### config.mk
export PLATFORM = sky130hd
export DESIGN_NAME = delta_list_task_scheduler
export DESIGN_NICKNAME = d
export VERILOG_FILES = /design/src/hw/rtl/dlts_pkg.sv /design/src/hw/rtl/delta_list_task_scheduler.sv /design/src/hw/rtl/dlts_cell.sv
export SDC_FILE = /design/constraint.sdc
export NUM_CORES = 2
export LEC_CHECK = 0
export BUFFER_PORTS_ARGS = -buffer_cell sky130_fd_sc_hd__buf_4
export CORE_ASPECT_RATIO = 1.75
export CORE_MARGIN = 2
export CORE_UTILIZATION = 45
export CTS_BUF_LIST = sky130_fd_sc_hd__clkbuf_8
export CTS_CLUSTER_DIAMETER = 50
export CTS_CLUSTER_SIZE = 20
export DETAILED_ROUTE_END_ITERATION = 12
export PLACE_DENSITY = 0.69
export SLEW_MARGIN = 0
export SYNTH_ARGS = -nofsm -noshare
export SYNTH_HDL_FRONTEND = slang
export SYNTH_SLANG_ARGS = --single-unit
### constraint.sdc
create_clock -name clk -period 11.7 [get_ports clk]
set_input_delay 1.17 -clock clk [delete_from_list [all_inputs] [get_ports clk]]
set_output_delay 1.17 -clock clk [all_outputs]
set_load 0.03 [all_outputs]
### src/hw/rtl/dlts_pkg.sv
package dlts_pkg;

  localparam int MaxTasksDef = 8;
  localparam int MsPerTickDef = 10;
  localparam int DeltaW = 13;
  localparam int PeriodW = 16;
  localparam int TagW = 8;
  localparam int SlotIdW = 3;
  localparam int ResultCap = 8;
  localparam logic [DeltaW-1:0] DeltaMax = 13'd8191;

  localparam logic [1:0] OpTick = 2'd0;
  localparam logic [1:0] OpAdd = 2'd1;
  localparam logic [1:0] OpDispatch = 2'd2;
  localparam logic [1:0] OpNone = 2'd3;

  typedef struct packed {
    logic [DeltaW-1:0]  delta;
    logic [PeriodW-1:0] period;
    logic [TagW-1:0]    tag;
    logic [5:0]         slot;
  } entry_t;

  // Commands from the sequencer to every cell of the chain.
  typedef struct packed {
    logic shift_in;    // insert: cells behind the insert point pass their entry one place down
    logic pop;         // all cells take their successor's entry
    logic tick;        // head cell counts its delta down
  } cell_cmd_t;

endpackage

### src/hw/rtl/delta_list_task_scheduler.sv
// Delta-list timer queue. Input words carry an operation (tick, add, dispatch),
// a tag, a delay and a period in milliseconds. A tick produces no output word.
// An add produces one status word with the slot given, or a full flag. A
// dispatch produces one word for each due head entry, at most eight, with
// tlast on the final one; periodic tasks are re-inserted as they leave.
// The list is a chain of cells, one entry each. An add walks the chain one
// cell a cycle to find the insert point, then shifts all later cells down
// together. A dispatch pops one head per word, plus a walk for each
// re-inserted task. The block takes one input word at a time and is ready
// again once its last output word is taken. When the receiver stalls, the
// output word holds and the sequencer waits. Reset empties the list and
// frees all slots; entry contents are not cleared.
module delta_list_task_scheduler #(
  parameter int MAX_TASKS   = dlts_pkg::MaxTasksDef,
  parameter int MS_PER_TICK = dlts_pkg::MsPerTickDef
) (
  input  logic        clk,
  input  logic        rst_n,
  input  logic        in_tvalid,
  output logic        in_tready,
  input  logic [47:0] in_tdata,   // operation[1:0], task_tag[9:2], delay_ms[25:10],
                                  // period_ms[41:26], zero fill
  output logic        out_tvalid,
  input  logic        out_tready,
  output logic [15:0] out_tdata,  // add_status[0], due_tag[8:1], slot_id[11:9], zero fill
  output logic        out_tuser,  // result_kind
  output logic        out_tlast
);
  import dlts_pkg::*;

  localparam int IdxW = (MAX_TASKS > 1) ? $clog2(MAX_TASKS) : 1;
  localparam int LenW = $clog2(MAX_TASKS + 1);
  localparam int RecShift = 16 + $clog2(MS_PER_TICK);
  localparam logic [17:0] RecMul =
      18'(((64'd1 << RecShift) / 64'(MS_PER_TICK)) + 64'd1);

  typedef enum logic [6:0] {
    S_IDLE  = 7'b0000001,
    S_WALK  = 7'b0000010,
    S_INS   = 7'b0000100,
    S_OUT   = 7'b0001000,
    S_DISP  = 7'b0010000,
    S_REDO  = 7'b0100000,
    S_TICK  = 7'b1000000
  } state_t;

  state_t state_r, state_nxt;

  entry_t cells [MAX_TASKS];
  logic [MAX_TASKS-1:0] busy_r, busy_nxt;
  logic [LenW-1:0] len_r, len_nxt;
  logic [IdxW:0] pos_r, pos_nxt;
  logic [DeltaW-1:0] rem_r, rem_nxt;
  entry_t new_r, new_nxt;
  logic [3:0] cnt_r, cnt_nxt;
  logic [3:0] due_r, due_nxt;
  logic [1:0] op_r, op_nxt;
  logic o_valid_r, o_valid_nxt, o_kind_r, o_kind_nxt, o_stat_r, o_stat_nxt;
  logic o_last_r, o_last_nxt;
  logic [TagW-1:0] o_tag_r, o_tag_nxt;
  logic [SlotIdW-1:0] o_slot_r, o_slot_nxt;
  cell_cmd_t cmd;
  logic [DeltaW-1:0] ticks_w;
  logic [15:0] ms_w;
  logic free_found;
  logic [IdxW-1:0] free_idx;
  entry_t head;

  assign ms_w = (state_r == S_IDLE) ? in_tdata[25:10] : head.period;

  // Division by the tick length through a rounded-up reciprocal, exact for
  // every 16-bit input.
  function automatic logic [DeltaW-1:0] to_ticks(input logic [15:0] ms);
    logic [33:0] prod;
    logic [15:0] q;
    prod = {18'd0, ms} * {16'd0, RecMul};
    q = 16'(prod >> RecShift);
    return (q > 16'(DeltaMax)) ? DeltaMax : q[DeltaW-1:0];
  endfunction

  assign ticks_w = to_ticks(ms_w);
  assign head = cells[0];

  always_comb begin
    free_found = 1'b0;
    free_idx = '0;
    for (int i = MAX_TASKS - 1; i >= 0; i--) begin
      if (!busy_r[i]) begin
        free_found = 1'b1;
        free_idx = IdxW'(i);
      end
    end
  end

  genvar g;
  generate
    for (g = 0; g < MAX_TASKS; g++) begin : g_cell
      dlts_cell u_cell (
        .clk        (clk),
        .cmd        (cmd),
        .is_head    (g == 0),
        .here       (pos_r == (IdxW+1)'(g)),
        .after      (pos_r < (IdxW+1)'(g) && (LenW+1)'(g) <= (LenW+1)'(len_r)),
        .fix        (pos_r + 1'b1 == (IdxW+1)'(g) && (LenW+1)'(g) <= (LenW+1)'(len_r)),
        .new_entry  (new_r),
        .prev_entry (cells[(g == 0) ? 0 : g - 1]),
        .next_entry (cells[(g == MAX_TASKS - 1) ? g : g + 1]),
        .entry      (cells[g])
      );
    end
  endgenerate

  always_comb begin
    state_nxt = state_r;
    busy_nxt = busy_r;
    len_nxt = len_r;
    pos_nxt = pos_r;
    rem_nxt = rem_r;
    new_nxt = new_r;
    cnt_nxt = cnt_r;
    op_nxt = op_r;
    o_valid_nxt = o_valid_r;
    o_kind_nxt = o_kind_r;
    o_stat_nxt = o_stat_r;
    o_last_nxt = o_last_r;
    o_tag_nxt = o_tag_r;
    o_slot_nxt = o_slot_r;
    cmd = '0;
    in_tready = (state_r == S_IDLE) && !o_valid_r;
    if (o_valid_r && out_tready) begin
      o_valid_nxt = 1'b0;
    end
    case (state_r)
      S_IDLE: begin
        if (in_tvalid && in_tready) begin
          op_nxt = in_tdata[1:0];
          cnt_nxt = '0;
          case (in_tdata[1:0])
            OpTick: state_nxt = S_TICK;
            OpAdd: begin
              o_kind_nxt = 1'b0;
              o_tag_nxt = in_tdata[9:2];
              o_last_nxt = 1'b1;
              if (free_found) begin
                busy_nxt[free_idx] = 1'b1;
                o_stat_nxt = 1'b0;
                o_slot_nxt = SlotIdW'(free_idx);
                new_nxt.tag = in_tdata[9:2];
                new_nxt.period = in_tdata[41:26];
                new_nxt.slot = 6'(free_idx);
                rem_nxt = ticks_w;
                pos_nxt = '0;
                state_nxt = S_WALK;
              end else begin
                o_stat_nxt = 1'b1;
                o_slot_nxt = '0;
                state_nxt = S_OUT;
              end
            end
            OpDispatch: state_nxt = S_DISP;
            default: state_nxt = S_IDLE;
          endcase
        end
      end
      S_TICK: begin
        cmd.tick = (len_r != '0);
        state_nxt = S_IDLE;
      end
      S_WALK: begin
        if ((LenW+1)'(pos_r) < (LenW+1)'(len_r) && rem_r >= cells[pos_r[IdxW-1:0]].delta) begin
          rem_nxt = rem_r - cells[pos_r[IdxW-1:0]].delta;
          pos_nxt = pos_r + 1'b1;
        end else begin
          new_nxt.delta = rem_r;
          state_nxt = S_INS;
        end
      end
      S_INS: begin
        cmd.shift_in = 1'b1;
        len_nxt = len_r + 1'b1;
        state_nxt = (op_r == OpDispatch) ? S_DISP : S_OUT;
      end
      S_OUT: begin
        if (!o_valid_r || out_tready) begin
          o_valid_nxt = 1'b1;
          state_nxt = S_IDLE;
        end
      end
      S_DISP: begin
        if (cnt_r == due_r) begin
          state_nxt = S_IDLE;
        end else if (!o_valid_r || out_tready) begin
          o_valid_nxt = 1'b1;
          o_kind_nxt = 1'b1;
          o_stat_nxt = 1'b0;
          o_tag_nxt = head.tag;
          o_slot_nxt = head.slot[SlotIdW-1:0];
          o_last_nxt = (cnt_r + 4'd1 == due_r);
          busy_nxt[head.slot[IdxW-1:0]] = 1'b0;
          cmd.pop = 1'b1;
          len_nxt = len_r - 1'b1;
          cnt_nxt = cnt_r + 1'b1;
          new_nxt = head;
          rem_nxt = ticks_w;
          if (head.period != '0) begin
            state_nxt = S_REDO;
          end
        end
      end
      S_REDO: begin
        if (free_found) begin
          busy_nxt[free_idx] = 1'b1;
          new_nxt.slot = 6'(free_idx);
          pos_nxt = '0;
          state_nxt = S_WALK;
        end else begin
          state_nxt = S_DISP;
        end
      end
      default: state_nxt = S_IDLE;
    endcase
  end

  // The number of due entries is fixed when the dispatch is taken, so a
  // re-added task with a zero delay waits for the next dispatch.
  always_comb begin
    due_nxt = due_r;
    if (state_r == S_IDLE && in_tvalid && in_tready && in_tdata[1:0] == OpDispatch) begin
      due_nxt = '0;
      for (int i = 0; i < MAX_TASKS; i++) begin
        if (i < ResultCap && (LenW+1)'(i) < (LenW+1)'(len_r) && due_nxt == 4'(i) &&
            cells[i].delta == '0) begin
          due_nxt = due_nxt + 1'b1;
        end
      end
    end
  end

  always_ff @(posedge clk) begin
    if (!rst_n) begin
      state_r <= S_IDLE;
      busy_r <= '0;
      len_r <= '0;
      o_valid_r <= 1'b0;
      cnt_r <= '0;
      due_r <= '0;
    end else begin
      state_r <= state_nxt;
      busy_r <= busy_nxt;
      len_r <= len_nxt;
      o_valid_r <= o_valid_nxt;
      cnt_r <= cnt_nxt;
      due_r <= due_nxt;
    end
    pos_r <= pos_nxt;
    rem_r <= rem_nxt;
    new_r <= new_nxt;
    op_r <= op_nxt;
    o_kind_r <= o_kind_nxt;
    o_stat_r <= o_stat_nxt;
    o_tag_r <= o_tag_nxt;
    o_slot_r <= o_slot_nxt;
    o_last_r <= o_last_nxt;
  end

  assign out_tvalid = o_valid_r;
  assign out_tuser = o_kind_r;
  assign out_tlast = o_last_r;
  assign out_tdata = {4'b0, o_slot_r, o_tag_r, o_stat_r};

endmodule

### src/hw/rtl/dlts_cell.sv
module dlts_cell (
  input  logic              clk,
  input  dlts_pkg::cell_cmd_t cmd,
  input  logic              is_head,
  input  logic              here,       // new entry lands in this cell
  input  logic              after,      // this cell sits behind the insert point
  input  logic              fix,        // this cell is the successor of the new entry
  input  dlts_pkg::entry_t  new_entry,
  input  dlts_pkg::entry_t  prev_entry,
  input  dlts_pkg::entry_t  next_entry,
  output dlts_pkg::entry_t  entry
);
  import dlts_pkg::*;

  entry_t entry_r, entry_nxt;

  always_comb begin
    entry_nxt = entry_r;
    if (cmd.pop) begin
      entry_nxt = next_entry;
    end else if (cmd.shift_in) begin
      if (here) begin
        entry_nxt = new_entry;
      end else if (after) begin
        entry_nxt = prev_entry;
      end
      if (fix) begin
        entry_nxt.delta = prev_entry.delta - new_entry.delta;
      end
    end else if (cmd.tick && is_head && entry_r.delta != '0) begin
      entry_nxt.delta = entry_r.delta - DeltaW'(1);
    end
  end

  always_ff @(posedge clk) begin
    entry_r <= entry_nxt;
  end

  assign entry = entry_r;

endmodule
**Word-level counts from Yosys, hierarchy flattened**

Index checks and enable logic that the tools add are counted.

- Output and inout bits: 20
- Logic and storage cells: 423
- Input port bits: 52
- Bits in registers: 448

- Multipliers: 1
- Bitwise gates (word level): 5
- Reduce and logical (&&, ||, !) cells: 105
- Equality and inequality tests: 45
- Add/sub/neg operators: 20
- Muxes and demuxes: 167
- $lt $le $gt $ge: 30

Operator list:

| kind | number |
|---|---|
| 2-to-1 mux 43 bit | 26 |
| 2-to-1 mux 13 bit | 24 |
| 2-to-1 mux 30 bit | 10 |
| binary-select mux 43 bit (select 3 bit) | 1 |
| logical NOT 13 bit | 8 |
| subtractor 13 bit | 8 |
| 2-to-1 mux 4 bit | 24 |
| 2-to-1 mux 8 bit | 9 |
| equality test 4 x 3 -> 1 bit, second input constant | 12 |
| case mux 24 bit (2 select lines) | 1 |
| 2-to-1 mux 7 bit | 6 |
| case mux 7 bit (6 select lines) | 1 |
| adder 4 x 1 -> 4 bit, second input constant | 10 |
| logical AND 1 bit | 39 |
| 2-to-1 mux 3 bit | 13 |
| case mux 13 bit (3 select lines) | 1 |
| nonzero test 3 bit | 11 |
| multiplier 16 x 16 -> 32 bit, second input constant | 1 |
| 2-to-1 mux 1 bit | 32 |
| AND reduction 2 bit | 15 |
| nonzero test 4 bit | 7 |
| case mux 13 bit (2 select lines) | 1 |
| equality test 4 x 2 -> 1 bit, second input constant | 6 |
| case mux 8 bit (3 select lines) | 1 |
| other kinds (60) | 106 |

**Logic depth before layout (Yosys ltp)**

- Word-level depth: 39
- Gate-level depth with buffers: 40

**Cells and area by module**

A second synthesis with hierarchy kept.

- Cell total of the unflattened synthesis: 4141
- Area, all modules: 38527.0 um2

Modules (own cells, without submodules):

| module | area an instance (um2) | cells an instance | instances |
|---|---|---|---|
| dlts_cell at g_cell[3].u_cell ... | 3300.7 | 352 | 4 |
| delta_list_task_scheduler | 12155.4 | 1325 | 1 |
| dlts_cell at g_cell[1].u_cell ... | 3304.4 | 352 | 2 |
| dlts_cell at g_cell[7].u_cell | 3301.9 | 357 | 1 |
| dlts_cell at g_cell[0].u_cell | 3258.1 | 347 | 1 |

**Worst setup path before layout**

OpenSTA, ideal clock, no wires.

- Path type: register to register
- Start: register g_cell[0].u_cell.entry_r (netlist bit g_cell[0].u_cell.entry[35])
- End: register due_r[3]
- Period minus slack after synthesis: 8.009 ns
- Slack: 3.691 ns
- Required time: 11.581 ns
- Cell stages (with the launch flop): 40
- Library setup time: 0.119 ns
- Arrival: 7.890 ns
- Cells stage by stage: edfxtp_1 -> clkbuf_1 -> nor4_1 -> nand2_1 -> nor4bb_1 -> nand2_1 -> or4_1 -> inv_1 -> ha_1 -> nor4b_1 -> and4_4 -> and2_4 -> buf_6 -> nand2_1 -> o21ai_0 -> ha_1 -> ha_1 -> nor4b_1 -> (+4 left out) -> ha_1 -> nor4b_1 -> nand3_1 -> nor2_1 -> o21a_1 -> xnor2_1 -> ha_1 -> nor4b_1 -> nand2_1 -> nor3_1 -> nand2_1 -> o311a_1 -> a211o_1 -> ha_1 -> nor2b_1 -> o21a_1 -> o211a_2 -> o221a_1

- Cells in the longest elaborated chain, start to end: 38

Ends and longest elaborated chain:

| item | RTL line | source |
|---|---|---|
| from (decl) | dlts_cell.sv:15 | `entry_t entry_r, entry_nxt;` |
| from (signal assigned) | dlts_cell.sv:36 | `entry_r <= entry_nxt;` |
| logical NOT 13 bit * | delta_list_task_scheduler.sv:232 | `cells[i].delta == '0) begin` |
| logical AND 1 bit * | delta_list_task_scheduler.sv:231 | `if (i < ResultCap && (LenW+1)'(i) < (LenW+1)'(len_r) && due_nxt == 4'(i) &&` |
| 2-to-1 mux 1 bit * | delta_list_task_scheduler.sv:231 |  |
| 2-to-1 mux 4 bit * | delta_list_task_scheduler.sv:228 | `if (state_r == S_IDLE && in_tvalid && in_tready && in_tdata[1:0] == OpDispatch) begin` |
| branches (longest 3 deep; another with adder 4 x 1 -> 4 bit) | n/a |  |
| 2-to-1 mux 4 bit * | delta_list_task_scheduler.sv:231 |  |
| 2-to-1 mux 4 bit * | delta_list_task_scheduler.sv:228 |  |
| branches (longest 3 deep; another with adder 4 x 1 -> 4 bit) | n/a |  |
| (+12 left out) | n/a |  |
| branches (longest 3 deep; another with adder 4 x 1 -> 4 bit) | n/a |  |
| 2-to-1 mux 4 bit * | delta_list_task_scheduler.sv:231 |  |
| 2-to-1 mux 4 bit * | delta_list_task_scheduler.sv:228 |  |
| branches (longest 3 deep; another with adder 4 x 1 -> 4 bit) | n/a |  |
| 2-to-1 mux 4 bit * | delta_list_task_scheduler.sv:231 |  |
| 2-to-1 mux 4 bit * | delta_list_task_scheduler.sv:228 |  |
| branches (longest 3 deep; another with adder 4 x 1 -> 4 bit) | n/a |  |
| 2-to-1 mux 4 bit * | delta_list_task_scheduler.sv:231 |  |
| to (signal assigned) | delta_list_task_scheduler.sv:253 | `due_r <= due_nxt;` |
| to (decl) | delta_list_task_scheduler.sv:56 | `logic [3:0] due_r, due_nxt;` |

Mark *: on every way between the ends. The select of a mux whose other input is x is not followed.
A chain may end at the register's enable or synchronous reset.

**Worst setup path after layout**

- Start: register g_cell[0].u_cell.entry_r (netlist bit g_cell[0].u_cell.entry[36])
- End: register due_r[3]

The elaborated chain is that of the path after synthesis.

==> flow_metrics.env <==
export IMPL_fin_skew_ns=0.04509
export IMPL_hold_class="flip-flop to flip-flop"
export IMPL_multi_input_area_sq_um=18660
export IMPL_tns_ns=0
export IMPL_finalCritPeriodShare_pct=85.69
export IMPL_vias_per_cell=6.111
export IMPL_layout_nets=3929
export IMPL_cp_start_kind="flip-flop"
export IMPL_initial_core_util_pct=45.47
export IMPL_final_antenna_net_count=0
export IMPL_fill_cells=6801
export IMPL_grt_usage_pct=29.56
export IMPL_ctsRootBufferMaster="clkbuf_8"
export IMPL_ys_seq_area_share_pct=37.90
export IMPL_path_delay_family="simple AND/OR/NAND/NOR gates"
export IMPL_syn_area_per_cell_sq_um=9.081
export IMPL_seq_area_sq_um=12360
export IMPL_most_common_layout_cells="nand2_1 (581), edfxtp_1 (393), nor2_1 (378), a21oi_1 (273), inv_1 (256)"
export IMPL_slew_headroom_pct=21.08
export IMPL_grt_antenna_before_repair=8
export IMPL_clkSlewWorstSetupHoldPaths_ns=0.11
export IMPL_fin_util_pct=48.56
export IMPL_fp_row_count=130
export IMPL_synth_largest_area_cell="edfxtp_1"
export IMPL_netlist_area_sq_um=32620
export IMPL_drt_iter0_markers=2137
export IMPL_clkSinkCount=421
export IMPL_worstPathRequired_ns=12.25
export IMPL_final_common_cell="nand2_1"
export IMPL_maxCapViolCount=0
export IMPL_place_inst=4422
export IMPL_grt_pass1_wl_mm=166.6
export IMPL_syn_instance_count=3592
export IMPL_synth_ff_type="edfxtp_1"
export IMPL_crit_path_end_kind="flip-flop"
export IMPL_dp_hpwl_mm=78.29
export IMPL_gp_congestion=1.060
export IMPL_slew_viol_final=0
export IMPL_drc=0
export IMPL_cts_tree="yes"
export IMPL_netlist_cell_type_count=82
export IMPL_avgRoutedWirePerCell_um=24.83
export IMPL_cts_made_buffers=37
export IMPL_grt_max_degree=263
export IMPL_drive_gt1_share_pct=7.880
export IMPL_netlist_area_leader_share_pct=36.18
export IMPL_arrival_ns=10.58
export IMPL_area_delta_synth_final_pct=6.797
export IMPL_hold_viol_final=0
export IMPL_worstPathMaxFanout=7
export IMPL_maxClockFrequency_mhz=99.75
export IMPL_cts_hold_buffers=0
export IMPL_coreArea_sq_um=71730
export IMPL_grt_pass1_vias=27280
export IMPL_worstMarginPinSlew_ns=1.184
export IMPL_rsz0062_at_grt="false"
export IMPL_critPathSlowestCell="nor4bb_1"
export IMPL_overflow=0
export IMPL_crit_buf_inv=2
export IMPL_dieWidth_um=207.5
export IMPL_dp_slack_ns=1.817
export IMPL_die_h_um=360.2
export IMPL_dr_pass1_iters=7
export IMPL_clk_latency_ns=0.69
export IMPL_min_period_ns=10.03
export IMPL_final_cells=4495
export IMPL_ys_seq_elements=421
export IMPL_io_buffers=61
export IMPL_routed_wl_mm=111.6
export IMPL_htree_levels=2
export IMPL_cpPeakStageDelay_ns=0.68
export IMPL_crit_top_cell="ha_1"
export IMPL_max_clock_path_buffers=3
export IMPL_die_area_sq_um=74740
export IMPL_crit_type="flip-flop to flip-flop"
export IMPL_num_vias=27470
export IMPL_async_reset_ff_share_pct=0
export IMPL_cts_resized=0
export IMPL_synthTopCellsByArea="edfxtp_1 (36%), ha_1 (9.7%), nand2_1 (6.7%)"
export IMPL_status="finished, final reports clean"
export IMPL_ioPinCount=72
export IMPL_ys_warnings_count=0
export IMPL_setup_viol=0
export IMPL_synth_edf_count=393
export IMPL_post_cts_buffers=0
export IMPL_fin_ws_ns=1.675
[layer usage]
layer / wire length (um) / part of all wire (%) / track usage [%]
met5: 20 / 0.018 / 0
met2: 55670 / 50 / 51.86
met3: 7530 / 6.7 / 5.609
met1: 37640 / 34 / 30.35
met4: 10750 / 9.6 / 24.65
[state kept, by name (all words and copies together), names as in the netlist]
| signal | cells |
|---|---|
| due_r | 4 |
| state_r | 7 |
| o_slot_r | 3 |
| op_r | 2 |
| len_r | 4 |
| new_r | 40 |
| rem_r | 13 |
| out_tlast | 1 |
| pos_r | 4 |
| busy_r | 8 |
| cnt_r | 4 |
| o_stat_r | 1 |
| g_cell.u_cell.entry | 320 |
| out_tvalid | 1 |
| out_tuser | 1 |
| o_tag_r | 8 |
[area by class of cell]
cell class                      count  share of cell area, %
Multi-Input combinational cell   2710                  53.58
Inverter                          261                  2.812
Timing Repair Buffer              108                  2.363
Antenna cell                        5                0.03592
Clock inverter                     28                 0.9015
Clock buffer                       38                  1.501
Tap cell                          924                  3.319
Sequential cell                   421                  35.49
[metrics by stage]
step,hold slack (ns),cell area [sq um]
after CTS,0.4878,34790
after global routing,0.5043,34820
final,0.4892,34830
after floorplan,0.4491,32630
after global placement,0.4616,33950
after detailed placement,0.4715,33950
[worst min-delay path: stages, from the launching register on]
cell and delay, ns:
dfxtp_1 0.33, nand3_1 0.06, o21ai_1 0.06
[synthesized netlist by cell type (21+ instances only)]
master / count
nor2_1: 380
nand2_1: 585
a21oi_1: 275
o21ai_0: 203
a21boi_0: 30
and3_1: 25
mux2_2: 32
dfxtp_1: 28
a31oi_1: 78
nor4_1: 35
clkbuf_1: 164
nor2b_1: 28
o211ai_1: 24
nand3_1: 55
fa_1: 86
edfxtp_1: 393
inv_1: 256
a21o_1: 27
buf_1: 30
nor3_1: 44
a211oi_1: 21
xnor2_1: 53
mux4_2: 28
mux2i_1: 158
ha_1: 252
xor2_1: 35
or3_1: 37
[path summary, 6_finish.rpt]
path | end | depth (start not counted) | slack [ns] | start
max | due_r[3] | 37 | 1.67 | g_cell[0].u_cell.entry[36]
min | due_r[2] | 2 | 0.49 | due_r[2]
max reg2reg | due_r[3] | 37 | 1.67 | g_cell[0].u_cell.entry[36]
min reg2reg | due_r[2] | 2 | 0.49 | due_r[2]
[kinds of logic after synthesis]
logic type	share of synthesized area, %
AND/OR/NAND/NOR	17.26
buffers and inverters	5.451
multiplexers	7.887
other	0.01150
XOR/XNOR	2.432
flip-flops	37.90
AO/OA/AOI/OAI	14.12
adder cells (fa/ha/maj)	14.94
Power is left out: the tool's default activity adds up to more than one toggle a clock period on the data nets, which glitch-free logic cannot reach.
